==> config.mk <==
export PLATFORM = sky130hd
export DESIGN_NAME = sso_ctrl
export DESIGN_NICKNAME = d
export VERILOG_FILES = /design/src/rtl/sso_pkg.sv /design/src/rtl/sso_ctrl.sv
export SDC_FILE = /design/constraint.sdc
export NUM_CORES = 1
export LEC_CHECK = 0
export BUFFER_PORTS_ARGS = -buffer_cell sky130_fd_sc_hd__buf_2
export CAP_MARGIN = 20
export CORE_AREA = 8 8 45 47
export CTS_BUF_LIST = sky130_fd_sc_hd__clkbuf_4 sky130_fd_sc_hd__clkbuf_8
export CTS_CLUSTER_DIAMETER = 60
export CTS_CLUSTER_SIZE = 28
export DETAILED_ROUTE_END_ITERATION = 6
export DIE_AREA = 0 0 53 55
export PLACE_DENSITY = 0.51
export SLEW_MARGIN = 20
export SYNTH_ARGS = -nofsm -noshare
export SYNTH_HDL_FRONTEND = slang
export SYNTH_SLANG_ARGS = --single-unit
==> constraint.sdc <==
create_clock -name aclk -period 3.6 [get_ports aclk]
set_input_delay 0.72 -clock aclk [delete_from_list [all_inputs] [get_ports aclk]]
set_output_delay 0.72 -clock aclk [all_outputs]
set_load 0.1 [all_outputs]
==> src/rtl/sso_pkg.sv <==
// shared constants, types and command/status structs for the span occlusion unit
`default_nettype none
package sso_pkg;

    localparam int LINES          = 512;
    localparam int SPANS_PER_LINE = 16;
    localparam int X_WIDTH        = 2048;

    localparam int LINE_W     = 9;
    localparam int COL_W      = 11;
    localparam int LADDR_W    = $clog2(LINES);
    localparam int SLOT_W     = $clog2(SPANS_PER_LINE);
    localparam int CNT_W      = $clog2(SPANS_PER_LINE + 1);
    localparam int PC_W       = $clog2(SPANS_PER_LINE + 2);
    localparam int SPAN_DW    = 2 * COL_W;
    localparam int SPAN_DEPTH = 2 * LINES * SPANS_PER_LINE;
    localparam int SPAN_AW    = $clog2(SPAN_DEPTH);
    localparam int LCNT_DW    = CNT_W + 1;

    localparam logic ACT_INSERT = 1'b0;
    localparam logic ACT_CLEAR  = 1'b1;

    typedef enum logic [2:0] {
        ST_INIT,
        ST_IDLE,
        ST_COUNT,
        ST_ACK,
        ST_SLOT,
        ST_TAIL,
        ST_FLUSH
    } state_t;

    typedef struct packed {
        logic init_wr;
        logic load;
        logic start;
        logic piece;
        logic adv;
        logic tail;
        logic flush;
        logic ack;
    } cmd_t;

    typedef struct packed {
        logic init_last;
        logic trivial;
        logic at_end;
        logic done;
        logic slot_piece;
        logic keep;
        logic cp;
        logic push_ok;
        logic out_free;
    } status_t;

endpackage
`default_nettype wire

==> src/rtl/sso_ctrl.sv <==
// controller state machine sequencing the line walk
`default_nettype none
module sso_ctrl (
    input  wire logic             aclk,
    input  wire logic             aresetn,
    input  wire logic             s_valid,
    output logic                  s_ready,
    input  wire sso_pkg::status_t stat,
    output sso_pkg::cmd_t         cmd
);

    sso_pkg::state_t state_reg;
    sso_pkg::state_t state_next;

    always_ff @(posedge aclk) begin
        if (!aresetn) begin
            state_reg <= sso_pkg::ST_INIT;
        end else begin
            state_reg <= state_next;
        end
    end

    always_comb begin
        state_next = state_reg;
        cmd        = '0;
        s_ready    = 1'b0;
        unique case (state_reg)
            sso_pkg::ST_INIT: begin
                cmd.init_wr = 1'b1;
                if (stat.init_last) begin
                    state_next = sso_pkg::ST_IDLE;
                end
            end
            sso_pkg::ST_IDLE: begin
                s_ready = 1'b1;
                if (s_valid) begin
                    cmd.load   = 1'b1;
                    state_next = sso_pkg::ST_COUNT;
                end
            end
            sso_pkg::ST_COUNT: begin
                if (stat.trivial) begin
                    state_next = sso_pkg::ST_ACK;
                end else begin
                    cmd.start  = 1'b1;
                    state_next = sso_pkg::ST_SLOT;
                end
            end
            sso_pkg::ST_ACK: begin
                if (stat.out_free) begin
                    cmd.ack    = 1'b1;
                    state_next = sso_pkg::ST_IDLE;
                end
            end
            sso_pkg::ST_SLOT: begin
                if (stat.at_end) begin
                    state_next = sso_pkg::ST_TAIL;
                end else if (stat.slot_piece) begin
                    if (stat.push_ok) begin
                        cmd.piece = 1'b1;
                        cmd.adv   = !stat.keep;
                    end
                end else if (stat.done && !stat.cp) begin
                    state_next = sso_pkg::ST_TAIL;
                end else begin
                    cmd.adv = 1'b1;
                end
            end
            sso_pkg::ST_TAIL: begin
                if (stat.done) begin
                    state_next = sso_pkg::ST_FLUSH;
                end else if (stat.push_ok) begin
                    cmd.tail   = 1'b1;
                    state_next = sso_pkg::ST_FLUSH;
                end
            end
            sso_pkg::ST_FLUSH: begin
                if (stat.push_ok) begin
                    cmd.flush  = 1'b1;
                    state_next = sso_pkg::ST_IDLE;
                end
            end
            default: begin
                state_next = sso_pkg::ST_IDLE;
            end
        endcase
    end

endmodule
`default_nettype wire

# Word-level counts from Yosys, hierarchy flattened

Cells that the tools add are included.

Flip-flop bits (word level): 3
Output and inout port bits: 9
Word-level logic and storage cells: 48

Eq/ne operators: 13
Multiplexer cells: 29
Reductions and logical operators: 5

Operators by type and width:

| operator           | number |
|---|---|
| $mux 3             | 10 |
| $pmux 3 s7         | 1 |
| $mux 1             | 15 |
| $eq 3x3->1 const B | 3 |
| $ne 3x3->1 const B | 3 |
| $ne 2x2->1 const B | 4 |
| $reduce_and 7->1   | 1 |
| $eq 3x2->1 const B | 2 |
| $mux 2             | 3 |
| $eq 3x1->1 const B | 1 |
| $logic_not 3->1    | 1 |
| $logic_not 1->1    | 2 |
| $logic_and 1x1->1  | 1 |

# Logic depth before layout (Yosys ltp)

Depth after elaboration: 6
Gate-level depth with buffers: 6
Gate-level depth less buffers: 5

# Worst setup path after synthesis

No wires, ideal clock.

Kind: register to output
Start: register state_reg[0]
End: output cmd[6] (netlist name)
Data arrival time: 2.895 ns
Data required time: 2.880 ns
Setup slack: -0.015 ns
Cell stages (with the launch flop): 4
Cells stage by stage: dfxtp_1 nor2b_1 nor2b_1 and2_1

RTL lines:

| item                     | RTL line       | text |
|---|---|---|
| start: declaration       | sso_ctrl.sv:12 | `sso_pkg::state_t state_reg;` |
| start signal: assignment | sso_ctrl.sv:17 | `state_reg <= sso_pkg::ST_INIT;` |
| start signal: assignment | sso_ctrl.sv:19 | `state_reg <= state_next;` |
| end: declaration         | sso_ctrl.sv:9  | `output sso_pkg::cmd_t cmd` |

==> insert_results.sql <==
INSERT INTO impl_metrics (metric_group, metric, value, unit) VALUES
('outcome', 'result_of_the_run', 'completed', ''),
('grt', 'grt_max_degree', '13', ''),
('grt', 'first_pass_grt_wire_length', '1.55', 'mm'),
('worst_setup_path', 'startpoint_of_the_worst_register_to_register_path', 'state_reg[2]$_SDFFE_PN0P_', ''),
('worst_setup_path', 'critical_path_buf_inv_count', '2', ''),
('worst_setup_path', 'cp_top_family', 'simple AND/OR/NAND/NOR gates', ''),
('power', 'peakVddDrop', '0.104', 'mV'),
('grt', 'grt_overflow_total', '0', ''),
('die', 'chipWidth', '53', 'um'),
('route', 'route.final.wire_length', '960', 'um'),
('power', 'clock_share_of_power', '31.2', '%'),
('die', 'die-area', '0.00292', 'sq mm'),
('timing', 'timing_max_transition_violations_final', '0', ''),
('finish', 'layout-drive-gt1-share', '41.8', '%'),
('synth', 'netlist_instances', '45', ''),
('timing', 'tightestPinTransition', '0.491', 'ns'),
('power', 'p_per_area', '462', 'mW/mm^2'),
('route', 'drc_violations', '0', ''),
('worst_setup_path', 'path_cells', 'buf_2 > or4b_4 > nor2_1 > buf_2', ''),
('synth', 'synth.cell_area', '318', 'sq um'),
('route', 'drtIter0Drc', '5', ''),
('die', 'floorplan.die.height', '55', 'um'),
('cts', 'tritoncts', 'built', ''),
('timing', 'hold-worst-slack', '0.620', 'ns'),
('die', 'initial_standard_cell_utilization_of_the_core', '23.0', '%'),
('worst_setup_path', 'setup.worst_path.end_class', 'output port', ''),
('worst_setup_path', 'critPathLaunch', 'stat[6]', ''),
('cts', 'hold_buffers', '0', ''),
('grt', 'grtUsageTotal', '6.72', '%'),
('power', 'internal-power', '0.112', 'mW'),
('cts', 'clock_sink_count', '3', ''),
('worst_setup_path', 'cell_with_the_largest_stage_delay_on_the_worst_path', 'sky130_fd_sc_hd__or4b_4', ''),
('synth', 'synth-seq-cells', '3', ''),
('worst_setup_path', 'reg2reg_depth', '4', ''),
('cts', 'cts.repair.resized', '0', ''),
('synth', 'netlist-cell-type-count', '24', ''),
('timing', 'rsz0062_at_grt', 'no', ''),
('timing', 'setup_viol_count_final', '0', ''),
('power', 'sw_frac_of_total', '47.4', '%'),
('cts', 'clock_insertion_delay_worst_skew', '0.23', 'ns'),
('finish', 'layout-area-overhead-vs-synth', '45.3', '%'),
('power', 'total_switching_power', '0.101', 'mW'),
('cts', 'clockRootBuffer', 'sky130_fd_sc_hd__clkbuf_4', ''),
('cts', 'ctsLongestPathBuffers', '2', ''),
('min_path', 'hold_path_class', 'register to register', ''),
('cts', 'post-cts-setup-buffer-count', '0', ''),
('flow_run', 'maxCapViolCount', '0', ''),
('timing', 'timing.slew.headroom', '67.5', '%'),
('cts', 'clk_transition_reported_paths', '0.04', 'ns'),
('synth', 'postSynthAreaPerCell', '7.06', 'sq um'),
('worst_setup_path', 'critical_path_depth', '4', ''),
('synth', 'number_of_nets_in_the_synthesized_netlist', '57', ''),
('timing', 'finalHoldViolations', '0', ''),
('worst_setup_path', 'worst_setup_path_start_kind', 'input pin', ''),
('worst_setup_path', 'crit_path_max_fanout', '3', ''),
('placement', 'io_buffers', '20', ''),
('timing', 'clock.fmax', '385', 'MHz'),
('synth', 'synth.yosys.seq_area_share', '18.9', '%'),
('finish', 'n_antenna_cell', '0', ''),
('worst_setup_path', 'cp.required', '2.88', 'ns'),
('route', 'post_drt_wl_per_cell', '11.6', 'um'),
('worst_setup_path', 'crit_type', 'input pin to output port', ''),
('finish', 'largest_reg_flops', '3', ''),
('placement', 'gp_congestion', '0.806', ''),
('synth', 'synth-warning-count', '0', ''),
('timing', 'clock-skew-final', '0.00322', 'ns'),
('worst_setup_path', 'regToRegSetupSlack', '2.00', 'ns'),
('grt', 'antenna_found_initial', '0', ''),
('worst_setup_path', 'worst_path_largest_cell_delay', '0.49', 'ns'),
('placement', 'place_hpwl', '764', 'um'),
('die', 'std_cell_rows', '14', '');
[through the flow]
stage	setup slack, ns	total power [mW]	std cells	instance area (sq um)	utilization (%)
2_1_floorplan	0.288	0.128	45	320	-
3_3_place_gp	1.04	0.148	79	432	31.2
3_5_place_dp	1.01	0.148	79	432	31.2
4_1_cts	1.00	0.216	83	462	33.4
5_1_grt	0.926	0.226	83	462	33.4
6_report	1.00	0.214	83	462	33.4
[layout by cell type, fill, tap and decap left out, drive strengths merged]
| master | instances |
|---|---|
| buf | 20 |
| mux2i | 1 |
| and2b | 1 |
| and4bb | 1 |
| and2 | 1 |
| dfxtp | 3 |
| and3 | 2 |
| inv | 4 |
| clkbuf | 4 |
| nand3b | 1 |
| and4b | 1 |
| nor2b | 5 |
| a21oi | 3 |
| a31oi | 2 |
| nor2 | 4 |
| nand3 | 2 |
| nand2 | 3 |
| o21ai | 3 |
| nand2b | 1 |
| or4b | 1 |
| nor3 | 2 |
| o2bb2ai | 1 |
| a221oi | 1 |
[cell families (layout without fill, tap and decap cells)]
logic type,count (synthesis),count (layout),synth area share [%]
AND/OR/NAND/NOR,25,25,48.4
multiplexers,1,1,3.15
AO/OA/AOI/OAI,10,10,22.0
buffers and inverters,6,28,7.48
flip-flops,3,3,18.9
[cell type report]
type                            instances  area (sq um)
Fill cell                             151           922
Tap cell                               16          20.0
Timing Repair Buffer                   20           100
Clock buffer                            4          30.0
Inverter                                4          15.0
Sequential cell                         3          60.1
Multi-Input combinational cell         36           236
[synth_stat cells]
| cell | n | area, sq um |
|---|---|---|
| sky130_fd_sc_hd__buf_2 | 1 | 5.00 |
| sky130_fd_sc_hd__or4b_4 | 1 | 13.8 |
| sky130_fd_sc_hd__dfxtp_1 | 3 | 60.1 |
| sky130_fd_sc_hd__o21ai_0 | 3 | 15.0 |
| sky130_fd_sc_hd__nor3_1 | 2 | 10.0 |
| sky130_fd_sc_hd__and2_1 | 1 | 6.26 |
| sky130_fd_sc_hd__a31oi_1 | 2 | 12.5 |
| sky130_fd_sc_hd__mux2i_1 | 1 | 10.0 |
| sky130_fd_sc_hd__nand3_1 | 2 | 10.0 |
| sky130_fd_sc_hd__nand2_1 | 3 | 11.3 |
| sky130_fd_sc_hd__nor2b_1 | 5 | 31.3 |
| sky130_fd_sc_hd__and4bb_1 | 1 | 12.5 |
| sky130_fd_sc_hd__a21oi_2 | 1 | 8.76 |
| sky130_fd_sc_hd__nand3b_1 | 1 | 7.51 |
| sky130_fd_sc_hd__a221oi_2 | 1 | 15.0 |
| sky130_fd_sc_hd__and4b_1 | 1 | 10.0 |
| sky130_fd_sc_hd__and3_1 | 2 | 12.5 |
| sky130_fd_sc_hd__and2b_1 | 1 | 7.51 |
| sky130_fd_sc_hd__clkbuf_1 | 1 | 3.75 |
| sky130_fd_sc_hd__a21oi_1 | 2 | 10.0 |
| sky130_fd_sc_hd__o2bb2ai_1 | 1 | 8.76 |
| sky130_fd_sc_hd__inv_1 | 4 | 15.0 |
| sky130_fd_sc_hd__nor2_1 | 4 | 15.0 |
| sky130_fd_sc_hd__nand2b_1 | 1 | 6.26 |
[power by group through the flow]
stage          sequential [mW]  combinational [mW]  clock [mW]
2_1_floorplan           0.0408              0.0872           0
3_3_place_gp            0.0473               0.101           0
3_5_place_dp            0.0467               0.101           0
4_1_cts                 0.0463               0.101      0.0686
5_1_grt                 0.0480               0.107      0.0709
6_report                0.0465               0.100      0.0666
[worst min path at each step]
stage / to / cells past startpoint / from
after global routing: state_reg[1]$_SDFFE_PN0P_ / 2 / state_reg[1]$_SDFFE_PN0P_
after global placement: state_reg[1]$_SDFFE_PN0P_ / 2 / state_reg[1]$_SDFFE_PN0P_
after floorplan: state_reg[2]$_SDFFE_PN0P_ / 2 / state_reg[1]$_SDFFE_PN0P_
final: state_reg[1]$_SDFFE_PN0P_ / 2 / state_reg[1]$_SDFFE_PN0P_
after CTS: state_reg[1]$_SDFFE_PN0P_ / 2 / state_reg[1]$_SDFFE_PN0P_
after detailed placement: state_reg[1]$_SDFFE_PN0P_ / 2 / state_reg[1]$_SDFFE_PN0P_
[tightest hold or removal path: cells and delay by family (launching register included)]
kind / cells / cell delay (ns)
AO/OA/AOI/OAI: 1 / 0.05
flip-flops: 1 / 0.42
AND/OR/NAND/NOR: 1 / 0.10
[per-layer routing]
layer	GRT usage, %	vias up	part of all wire (%)
li1	-	204	-
met1	8.04	175	46
met2	10.7	15	42
met3	2.41	0	12
met4	2.59	0	0
met5	0	-	0
No activity file was read; power rests on OpenSTA's default activity.
